$ cat src/sv/rpg_pkg.sv
`timescale 1ns / 1ps
// shared constants, types and helpers for the rgb555 palette gradient
package rpg_pkg;

    localparam int MAX_STEPS = 64;
    localparam int CH_W      = 5;
    localparam int COLOR_W   = 3 * CH_W;
    localparam int CNT_W     = 7;
    localparam int STEP_W    = 6;
    localparam int SUM_W     = $clog2(MAX_STEPS * ((1 << CH_W) - 1) + 1);
    localparam int DIV_STEPS = CH_W;
    localparam int DCNT_W    = $clog2(DIV_STEPS);

    // lane control for one cycle
    typedef struct packed {
        logic load;     // latch channels and count, start first division
        logic shift;    // one quotient bit
        logic advance;  // move the sum to the next step, restart division
    } t_lane_ctl;

    function automatic logic [CNT_W-1:0] clamp_count(input logic [CNT_W-1:0] c);
        logic [CNT_W-1:0] lim;
        lim = CNT_W'(MAX_STEPS);
        return (c > lim) ? lim : c;
    endfunction

endpackage

$ cat src/sv/rpg_div_lane.sv
`timescale 1ns / 1ps
// one color channel: running weighted sum and bit-serial division by the count
module rpg_div_lane (
    input  logic                    i_clk,
    input  rpg_pkg::t_lane_ctl      i_ctl,
    input  logic [rpg_pkg::CH_W-1:0]  i_ca,
    input  logic [rpg_pkg::CH_W-1:0]  i_cb,
    input  logic [rpg_pkg::CNT_W-1:0] i_n,
    output logic [rpg_pkg::CH_W-1:0]  o_quot
);
    import rpg_pkg::*;

    logic [CH_W-1:0]  r_ca;
    logic [CH_W-1:0]  r_cb;
    logic [CNT_W-1:0] r_n;
    logic [SUM_W-1:0] r_sum;
    logic [SUM_W-1:0] r_rem;
    logic [SUM_W-1:0] r_dvs;
    logic [CH_W-1:0]  r_q;

    logic [SUM_W-1:0] n_sum;
    logic [SUM_W-1:0] load_prod;
    logic [SUM_W-1:0] load_dvs;
    logic [SUM_W-1:0] held_dvs;
    logic             ge;

    // step 0 sum is n*ca, each later step adds cb-ca
    assign load_prod = SUM_W'(i_n) * SUM_W'(i_ca);
    assign load_dvs  = SUM_W'(i_n) << (DIV_STEPS - 1);
    assign held_dvs  = SUM_W'(r_n) << (DIV_STEPS - 1);
    assign n_sum     = r_sum + SUM_W'(r_cb) - SUM_W'(r_ca);
    assign ge        = (r_rem >= r_dvs);

    always_ff @(posedge i_clk) begin
        if (i_ctl.load) begin
            r_ca  <= i_ca;
            r_cb  <= i_cb;
            r_n   <= i_n;
            r_sum <= load_prod;
            r_rem <= load_prod;
            r_dvs <= load_dvs;
        end else if (i_ctl.shift) begin
            if (ge) begin
                r_rem <= r_rem - r_dvs;
            end
            r_q   <= {r_q[CH_W-2:0], ge};
            r_dvs <= r_dvs >> 1;
        end else if (i_ctl.advance) begin
            r_sum <= n_sum;
            r_rem <= n_sum;
            r_dvs <= held_dvs;
        end
    end

    assign o_quot = r_q;

endmodule

$ cat src/sv/rgb555_palette_gradient.sv
`timescale 1ns / 1ps
// top level: run sequencer, three channel lanes and output register
// One input beat yields a run of min(count, 64) palette entries, a zero count yields none.
// Each entry comes from bit-serial restoring division by the count (one quotient bit per
// cycle, the three channels side by side), after which the result is loaded into the output
// register when the output is not stalled. The input is stalled from the accepting beat until
// the last entry of the run has gone into the output register; the output register keeps the
// last entry while the next input beat is taken.
module rgb555_palette_gradient (
    input  logic                          i_clk,
    input  logic                          i_rst_n,
    input  logic                          i_valid,
    output logic                          o_stall,
    input  logic [rpg_pkg::COLOR_W-1:0]   i_color_a,
    input  logic [rpg_pkg::COLOR_W-1:0]   i_color_b,
    input  logic [rpg_pkg::CNT_W-1:0]     i_count,
    output logic                          o_valid,
    input  logic                          i_stall,
    output logic [rpg_pkg::COLOR_W-1:0]   o_color,
    output logic [rpg_pkg::STEP_W-1:0]    o_step_index,
    output logic                          o_last
);
    import rpg_pkg::*;

    typedef enum logic [1:0] {
        S_IDLE,
        S_DIV,
        S_EMIT
    } t_state;

    t_state              r_state;
    logic [DCNT_W-1:0]   r_cnt;
    logic [STEP_W-1:0]   r_step;
    logic [CNT_W-1:0]    r_n;
    logic                r_out_valid;
    logic [COLOR_W-1:0]  r_color;
    logic [STEP_W-1:0]   r_out_step;
    logic                r_out_last;

    logic [CNT_W-1:0]    cnt_clamped;
    logic                in_take;
    logic                out_free;
    logic                out_load;
    logic                is_last;
    t_lane_ctl           lane_ctl;
    logic [CH_W-1:0]     q_r;
    logic [CH_W-1:0]     q_g;
    logic [CH_W-1:0]     q_b;

    assign cnt_clamped = clamp_count(i_count);
    assign o_stall     = (r_state != S_IDLE);
    assign in_take     = i_valid && (r_state == S_IDLE);
    assign out_free    = !r_out_valid || !i_stall;
    assign out_load    = (r_state == S_EMIT) && out_free;
    assign is_last     = ({1'b0, r_step} == (r_n - CNT_W'(1)));

    always_comb begin
        lane_ctl         = '0;
        lane_ctl.load    = in_take && (cnt_clamped != '0);
        lane_ctl.shift   = (r_state == S_DIV);
        lane_ctl.advance = (r_state == S_EMIT) && out_free && !is_last;
    end

    rpg_div_lane u_lane_r (
        .i_clk  (i_clk),
        .i_ctl  (lane_ctl),
        .i_ca   (i_color_a[CH_W-1:0]),
        .i_cb   (i_color_b[CH_W-1:0]),
        .i_n    (cnt_clamped),
        .o_quot (q_r)
    );

    rpg_div_lane u_lane_g (
        .i_clk  (i_clk),
        .i_ctl  (lane_ctl),
        .i_ca   (i_color_a[2*CH_W-1:CH_W]),
        .i_cb   (i_color_b[2*CH_W-1:CH_W]),
        .i_n    (cnt_clamped),
        .o_quot (q_g)
    );

    rpg_div_lane u_lane_b (
        .i_clk  (i_clk),
        .i_ctl  (lane_ctl),
        .i_ca   (i_color_a[3*CH_W-1:2*CH_W]),
        .i_cb   (i_color_b[3*CH_W-1:2*CH_W]),
        .i_n    (cnt_clamped),
        .o_quot (q_b)
    );

    always_ff @(posedge i_clk) begin
        if (!i_rst_n) begin
            r_state     <= S_IDLE;
            r_cnt       <= '0;
            r_step      <= '0;
            r_n         <= '0;
            r_out_valid <= 1'b0;
        end else begin
            // output beat taken and not refilled this cycle
            if (r_out_valid && !i_stall && !out_load) begin
                r_out_valid <= 1'b0;
            end
            unique case (r_state)
                S_IDLE: begin
                    if (lane_ctl.load) begin
                        r_n     <= cnt_clamped;
                        r_step  <= '0;
                        r_cnt   <= '0;
                        r_state <= S_DIV;
                    end
                end
                S_DIV: begin
                    if (r_cnt == DCNT_W'(DIV_STEPS - 1)) begin
                        r_cnt   <= '0;
                        r_state <= S_EMIT;
                    end else begin
                        r_cnt <= r_cnt + DCNT_W'(1);
                    end
                end
                S_EMIT: begin
                    if (out_free) begin
                        r_out_valid <= 1'b1;
                        r_color     <= {q_b, q_g, q_r};
                        r_out_step  <= r_step;
                        r_out_last  <= is_last;
                        if (is_last) begin
                            r_state <= S_IDLE;
                        end else begin
                            r_step  <= r_step + STEP_W'(1);
                            r_state <= S_DIV;
                        end
                    end
                end
                default: begin
                    r_state <= S_IDLE;
                end
            endcase
        end
    end

    assign o_valid      = r_out_valid;
    assign o_color      = r_color;
    assign o_step_index = r_out_step;
    assign o_last       = r_out_last;

    // division counter never passes the quotient width
    a_div_cnt: assert property (@(posedge i_clk) disable iff (!i_rst_n)
        (r_state == S_DIV) |-> (r_cnt <= DCNT_W'(DIV_STEPS - 1)))
        else $error("division counter out of range");

    // a run in flight always has a legal clamped count
    a_run_cnt: assert property (@(posedge i_clk) disable iff (!i_rst_n)
        (r_state != S_IDLE) |-> ((r_n != '0) && (r_n <= CNT_W'(MAX_STEPS))))
        else $error("run count out of range");

    // step index stays inside the run
    a_step: assert property (@(posedge i_clk) disable iff (!i_rst_n)
        (r_state != S_IDLE) |-> ({1'b0, r_step} < r_n))
        else $error("step index beyond run");

    // emitting the last entry ends the run and marks it
    a_last: assert property (@(posedge i_clk) disable iff (!i_rst_n)
        ((r_state == S_EMIT) && out_free && is_last) |=>
            ((r_state == S_IDLE) && o_valid && o_last))
        else $error("run did not end on last entry");

endmodule
$ cat config.mk
export PLATFORM = sky130hd
export DESIGN_NAME = rgb555_palette_gradient
export DESIGN_NICKNAME = d
export VERILOG_FILES = /design/src/sv/rpg_pkg.sv /design/src/sv/rpg_div_lane.sv /design/src/sv/rgb555_palette_gradient.sv
export SDC_FILE = /design/constraint.sdc
export NUM_CORES = 1
export LEC_CHECK = 0
export ABC_AREA = 1
export BUFFER_PORTS_ARGS = -buffer_cell sky130_fd_sc_hd__buf_4
export CAP_MARGIN = 30
export CORE_MARGIN = 1.5
export CORE_UTILIZATION = 65
export CTS_BUF_LIST = sky130_fd_sc_hd__clkbuf_8
export CTS_CLUSTER_DIAMETER = 30
export DETAILED_ROUTE_END_ITERATION = 16
export PLACE_DENSITY = 0.81
export SLEW_MARGIN = 15
export SYNTH_ARGS = -nofsm -noshare
export SYNTH_HDL_FRONTEND = slang
export SYNTH_SLANG_ARGS = --single-unit
$ cat constraint.sdc
create_clock -name i_clk -period 4.7 [get_ports i_clk]
set_input_delay 0.235 -clock i_clk [delete_from_list [all_inputs] [get_ports i_clk]]
set_output_delay 0.235 -clock i_clk [all_outputs]
set_load 0.02 [all_outputs]
* Yosys cells after proc, flatten, opt, wreduce, memory -nomap -nowiden *
Cells that the tools add are included.

storage, ports and cells
  register bits after elaboration = 192
  output and inout bits = 24

cells by class
  add/sub/neg operators = 12
  $mul = 3
  magnitude comparators = 4
  equality and inequality tests = 12
  mux-type cells = 41
  bitwise gates (word level) = 1
  reductions and logical operators = 29

operators with widths
  cell                   number
  $mux W11               25
  $add A11 B5 Y11        3
  $ge A11 B11 Y1         3
  $mul A7 B5 Y11         3
  $sub A11 B11 Y11       3
  $sub A11 B5 Y11        3
  $mux W6                3
  $reduce_and A2 Y1      7
  $pmux W6 S2            1
  $reduce_bool A2 Y1     5
  $ne A3 B1 Y1 const B   3
  $eq A6 B7 Y1           1
  $gt A7 B7 Y1 const B   1
  $mux W7                1
  $reduce_bool A7 Y1     1
  $sub A7 B1 Y7 const B  1
  $add A6 B1 Y6 const B  1
  $logic_and A1 B1 Y1    6
  $mux W2                3
  $mux W3                2
  $ne A2 B2 Y1 const B   3
  $pmux W2 S3            1
  $pmux W3 S2            1
  $reduce_and A3 Y1      2
  other kinds (12)       19

* Logic depth before layout (Yosys ltp) *
  depth in word-level cells = 8
  mapped depth = 22
  depth with buffers taken out = 21

* By module *
Synthesis repeated with hierarchy kept, for this count alone.

unflattened totals
  cells, all modules = 1,930
  area total of the unflattened synthesis = 15,606.2 µm²

modules (own cells, without submodules)
  module                   instances  cells each  area an instance (µm²)  seq. area each (µm²)
  rpg_div_lane (u_lane_r)  1          569         4,563.1                 1,611.5
  rpg_div_lane (u_lane_b)  1          568         4,546.9                 1,611.5
  rpg_div_lane (u_lane_g)  1          565         4,546.9                 1,611.5
  rgb555_palette_gradient  1          228         1,949.4                 1,041.0

* Worst setup path before layout *
Ideal clock, no wire load.

  path kind = input -> register
  start point = input i_count[4] in the netlist's numbering
  end point = register u_lane_r.r_rem[8], data pin
  library setup time = 0.255 ns
  arrival time = 3.820 ns
  required time = 4.445 ns
  path slack = 0.626 ns
  stages = 22
  path buffers = 1
  cells stage by stage = nor2_1 nand4_1 nand2_1 inv_1 nor2_1 inv_1 buf_2 nor2_1 fa_1 fa_1 inv_1 fa_1 inv_1 ha_1 a21oi_1 nand2_1 nand2_1 nand2_1 a21oi_1 xor2_1 nand2_1 nand2_1

on the way
  word-level cells in the longest chain between the ends = 5

ends and longest elaborated chain
  what                                                    RTL line                       RTL
  from (decl)                                             rgb555_palette_gradient.sv:16  input logic [rpg_pkg::CNT_W-1:0] i_count,
  $gt A7 B7 Y1 (*)                                        rpg_pkg.sv:24                  return (c > lim) ? lim : c;
  $mux W7 (*)                                             rpg_pkg.sv:24
  net cnt_clamped[2]                                      rgb555_palette_gradient.sv:40  logic [CNT_W-1:0] cnt_clamped;
  branches (longest 2 deep; another with $mul A7 B5 Y11)  -
  $mux W11 (*)                                            rpg_div_lane.sv:35             if (i_ctl.load) begin
  to (signal assigned)                                    rpg_div_lane.sv:40             r_rem <= load_prod;
  to (signal assigned)                                    rpg_div_lane.sv:44             r_rem <= r_rem - r_dvs;
  to (signal assigned)                                    rpg_div_lane.sv:50             r_rem <= n_sum;
  to (decl)                                               rpg_div_lane.sv:17             logic [SUM_W-1:0] r_rem;

Mark *: on every way through the listed nets, which the timed path passes.
A chain may end at the register's enable or synchronous reset.

* Final worst setup path *
  start point = input i_count[4] in the netlist's numbering
  end point = register u_lane_g.r_sum[8], data pin

on the way
  word-level cells in the longest chain between the ends = 5

ends and longest elaborated chain
  what                                                    RTL line                       RTL
  $gt A7 B7 Y1 (*)                                        rpg_pkg.sv:24
  $mux W7 (*)                                             rpg_pkg.sv:24
  net cnt_clamped[2]                                      rgb555_palette_gradient.sv:40
  branches (longest 2 deep; another with $mul A7 B5 Y11)  -
  $mux W11 (*)                                            rpg_div_lane.sv:35
  to (signal assigned)                                    rpg_div_lane.sv:39             r_sum <= load_prod;
  to (signal assigned)                                    rpg_div_lane.sv:49             r_sum <= n_sum;
  to (decl)                                               rpg_div_lane.sv:16             logic [SUM_W-1:0] r_sum;

Marked as above.

==> metrics.cfg <==
[die]
die_area_mm2=0.0213
dieHeight_um=146
core.rowCount=52
start_util_pct=65.9
pin_count=65
placeable_area_mm2=0.0201
floorplan.die.width_um=146

[setup_path]
cp_data_required_time_ps=4920
worst-setup-path-type=primary input to flip-flop
reg2reg_slack_ps=1910
rr_worst_depth=16
critical-path-max-stage-delay_ps=550
timing.critical_path.max_delay_family=adder cells
crit_top_cell=sky130_fd_sc_hd__nand2_1
crit_path_top_delay_cell=sky130_fd_sc_hd__fa_1
crit_path_end_kind=flip-flop
critical_path_arrival_ps=4190
buffers_and_inverters_on_the_worst_path=5
cp-start-kind=primary input
reg2reg_from=u_lane_b.r_cb[0]
path_cells=buf_4 -> nor2_1 -> nand4_1 -> nand2_1 -> inv_1 -> nor2_1 -> inv_1 -> nor2_1 -> fa_1 -> fa_1 -> inv_1 -> fa_1 -> inv_1 -> ha_1 -> a21oi_1 -> nand2_1 -> nand2_1 -> nand2_1 -> a21oi_1 -> xnor2_1 -> nand2_1 -> o21ai_0
capture_instance_of_the_worst_register_to_register_path=u_lane_b.r_rem[8]
worstPathMaxFanout=12

[sta]
timing_hold_violations_final=0
max-slew-margin-rel_pct=46.4
worst_pin_slew_ps=802
share_of_the_clock_period_used_by_the_worst_path_pct=84.5
max_slew_violations=0
setup_total_negative_slack_ps=0
rsz0062_at_grt=no
achievable-frequency_mhz=252
finalWorstPathRequiredPeriod_ps=3970
finalSetupViolations=0
final.setup_skew_ps=13.4

[synth]
synth_top_cell_area_share_pct=33.3
yosys.cell_types.count=45
synth_area_per_cell_um2=8.46
synth_largest_area_cell=sky130_fd_sc_hd__edfxtp_1
synth-main-ff-cell=sky130_fd_sc_hd__edfxtp_1
net_count_after_synthesis=1796
synth_top_family_by_area=adder cells
netlist_instances=1568
post-synth-top-count-cell=sky130_fd_sc_hd__nand2_1
synthesis.area_mm2=0.0133
post_synth_xor_area_fraction_pct=3.44
post_synth_mux_area_share_pct=0
seq_total_area_yosys_pct=36.8
synthSimpleGateAreaFrac_pct=20.5
yosys_warn_count=0
async_flop_share_pct=0
synth_commonest_cells=sky130_fd_sc_hd__nand2_1 (311), sky130_fd_sc_hd__inv_1 (292), sky130_fd_sc_hd__edfxtp_1 (147)
synth-edff-count=147
synth.area.top_cells=sky130_fd_sc_hd__edfxtp_1 (33%), sky130_fd_sc_hd__ha_1 (12%), sky130_fd_sc_hd__fa_1 (9.1%)
ys_seq_elements=170
synth_compound_gate_area_share_pct=8.72
adder_and_majority_cell_fraction_of_the_synthesized_area_pct=21.0

[detailed_routing]
detailedRoute.firstPassIterationCount=8
detail-route-antenna-nets=0
finalWirelength_mm=32.1
detail_route.drc_violations=0
drt_iter0_drc=1012
wl_per_cell_um=16.5
detailroute.via_count=11000
via_per_inst=5.66

[global_routing]
grt_antenna_before_repair=0
grt-ovfl-total=0
grt_start_max_net_pins=87
grt_util_all_layers_pct=30.8
grt_pass1_wl_mm=51.6
first_global_vias=10300

[pwr]
finalPower_uw=8550
power.ir.vdd_worst_mv=0.241
power_leakage_uw=0.00721
power-per-cell-area_mw_per_mm2=580

[cts]
cts.path.max_buffers=2
clock_slew_seen_by_the_registers_of_the_worst_setup_and_hold_paths_ps=90
clock_insertion_delay_worst_skew_ps=480
cts_tree=built
cts-root-buf=sky130_fd_sc_hd__clkbuf_8
cts_buffers=17
clock-sinks=170
post_cts.resized_instances=0
number_of_h_tree_levels=4

[hold_path]
hold_path.class=primary input to flip-flop
whs_endpoint=r_state[0]
hold_path_startpoint=i_rst_n
hold_path_depth=3

[placement]
place.port_buffers=64
detailedPlacementHpwl_mm=24.6
globalplace.congestion=0.966

[outcome]
status=completed

[finish]
final_nets=1896
area_growth_syn_to_layout_pct=11.2
antenna_cells_inserted=0
layout-drive-gt1-share_pct=7.97

[flow_run]
timing.max_cap.violations=0

## metal layers
metal  track usage, %  wire (um)  share of wire (%)  up-vias
met5                0          0                  0        -
met4             7.91        473                1.5        0
met3             5.08       2860                8.9       42
met2             50.0      14900                 46      478
met1             43.3      13900                 43     5182
li1                 -          -                  -     5344
## where the power goes
| part | total [uW] | internal, uW | leakage, uW | switching (uW) |
|---|---|---|---|---|
| sequential | 2470 | 2280 | 0.00162 | 192 |
| clock | 1010 | 461 | 0.000186 | 553 |
| combinational | 5070 | 1820 | 0.00541 | 3240 |
| total | 8550 | 4560 | 0.00721 | 3990 |
## how the worst max path moves through the flow
stage                          start                end  slack [ps]  depth (start not counted)
after detailed placement  i_count[4]  u_lane_g.r_sum[8]         260                         22
after global placement    i_count[4]  u_lane_g.r_sum[8]         440                         22
after global routing      i_count[4]  u_lane_g.r_sum[8]         320                         22
after floorplan           i_count[4]  u_lane_r.r_rem[8]         630                         22
final                     i_count[4]  u_lane_g.r_sum[8]         730                         22
after CTS                 i_count[4]  u_lane_g.r_sum[8]         750                         22
## per-stage QoR
stage | utilization [%] | hold WS [ps] | instance area, um2 | setup slack (ps) | cells
finish | 73.3 | 9.28 | 14700 | 728 | 1951
global route | 73.3 | 26.7 | 14700 | 319 | 1951
CTS | 73.1 | 1.53 | 14700 | 749 | 1949
detailed placement | 69.7 | 414 | 14000 | 256 | 1887
global placement | 69.7 | 400 | 14000 | 438 | 1887
floorplan | - | 334 | 13300 | 626 | 1568
## worst reg2reg max path, stage by stage (launching register included)
cell                       delay, ps
sky130_fd_sc_hd__edfxtp_1        370
sky130_fd_sc_hd__inv_1           100
sky130_fd_sc_hd__ha_1            240
sky130_fd_sc_hd__inv_1            70
sky130_fd_sc_hd__ha_1            180
sky130_fd_sc_hd__inv_1            70
sky130_fd_sc_hd__fa_1            440
sky130_fd_sc_hd__inv_1           110
sky130_fd_sc_hd__nand2_1          80
sky130_fd_sc_hd__o21ai_0         250
sky130_fd_sc_hd__nand2_1          90
sky130_fd_sc_hd__nand2_1         110
sky130_fd_sc_hd__nor2_1           60
sky130_fd_sc_hd__nor2_1          130
sky130_fd_sc_hd__nand2_1          60
sky130_fd_sc_hd__o211ai_1        110
sky130_fd_sc_hd__nand2_1          80
## cells by family after synthesis
| family | after synthesis |
|---|---|
| XOR/XNOR | 52 |
| flip-flops | 170 |
| AND/OR/NAND/NOR | 627 |
| buffers and inverters | 323 |
| AO/OA/AOI/OAI | 209 |
| adder cells (fa/ha/maj) | 187 |
## timing repair
action / in CTS / in global routing
hold endpoints to repair: 30 / 0
setup buffers: 0 / 0
hold buffers: 30 / 0
## registers in the layout, summed over array words and instances (netlist names), 6 cells and up
signal          count
r_n                 7
r_step              6
u_lane_b.r_n        7
u_lane_g.r_sum     11
o_step_index        6
u_lane_b.r_sum     11
u_lane_g.r_rem     11
u_lane_b.r_rem     11
o_color            15
u_lane_r.r_dvs     11
u_lane_r.r_rem     11
u_lane_r.r_sum     11
## cell usage in the layout, fill, tap and decap left out, drive strengths merged, types with 19 or more instances in the layout
| cell type | Yosys | routed |
|---|---|---|
| dfxtp | 23 | 23 |
| xor2 | 37 | 37 |
| nand3 | 133 | 133 |
| nand4 | 19 | 19 |
| nor2 | 122 | 122 |
| o21ai | 68 | 68 |
| a21oi | 95 | 95 |
| inv | 296 | 300 |
| edfxtp | 147 | 147 |
| ha | 127 | 127 |
| buf | 15 | 76 |
| dlygate4sd3 | 0 | 30 |
| fa | 60 | 60 |
| nand2 | 318 | 318 |
## area by class of cell
class                           count  area (um2)
Tap cell                          270         338
Fill cell                        1529        5370
Multi-Input combinational cell   1075        7130
Clock buffer                       17         234
Inverter                          298        1120
Timing Repair Buffer              106         898
Sequential cell                   170        4870
Clock inverter                     15         139
Note: power is estimated with default switching activity, not from simulation.
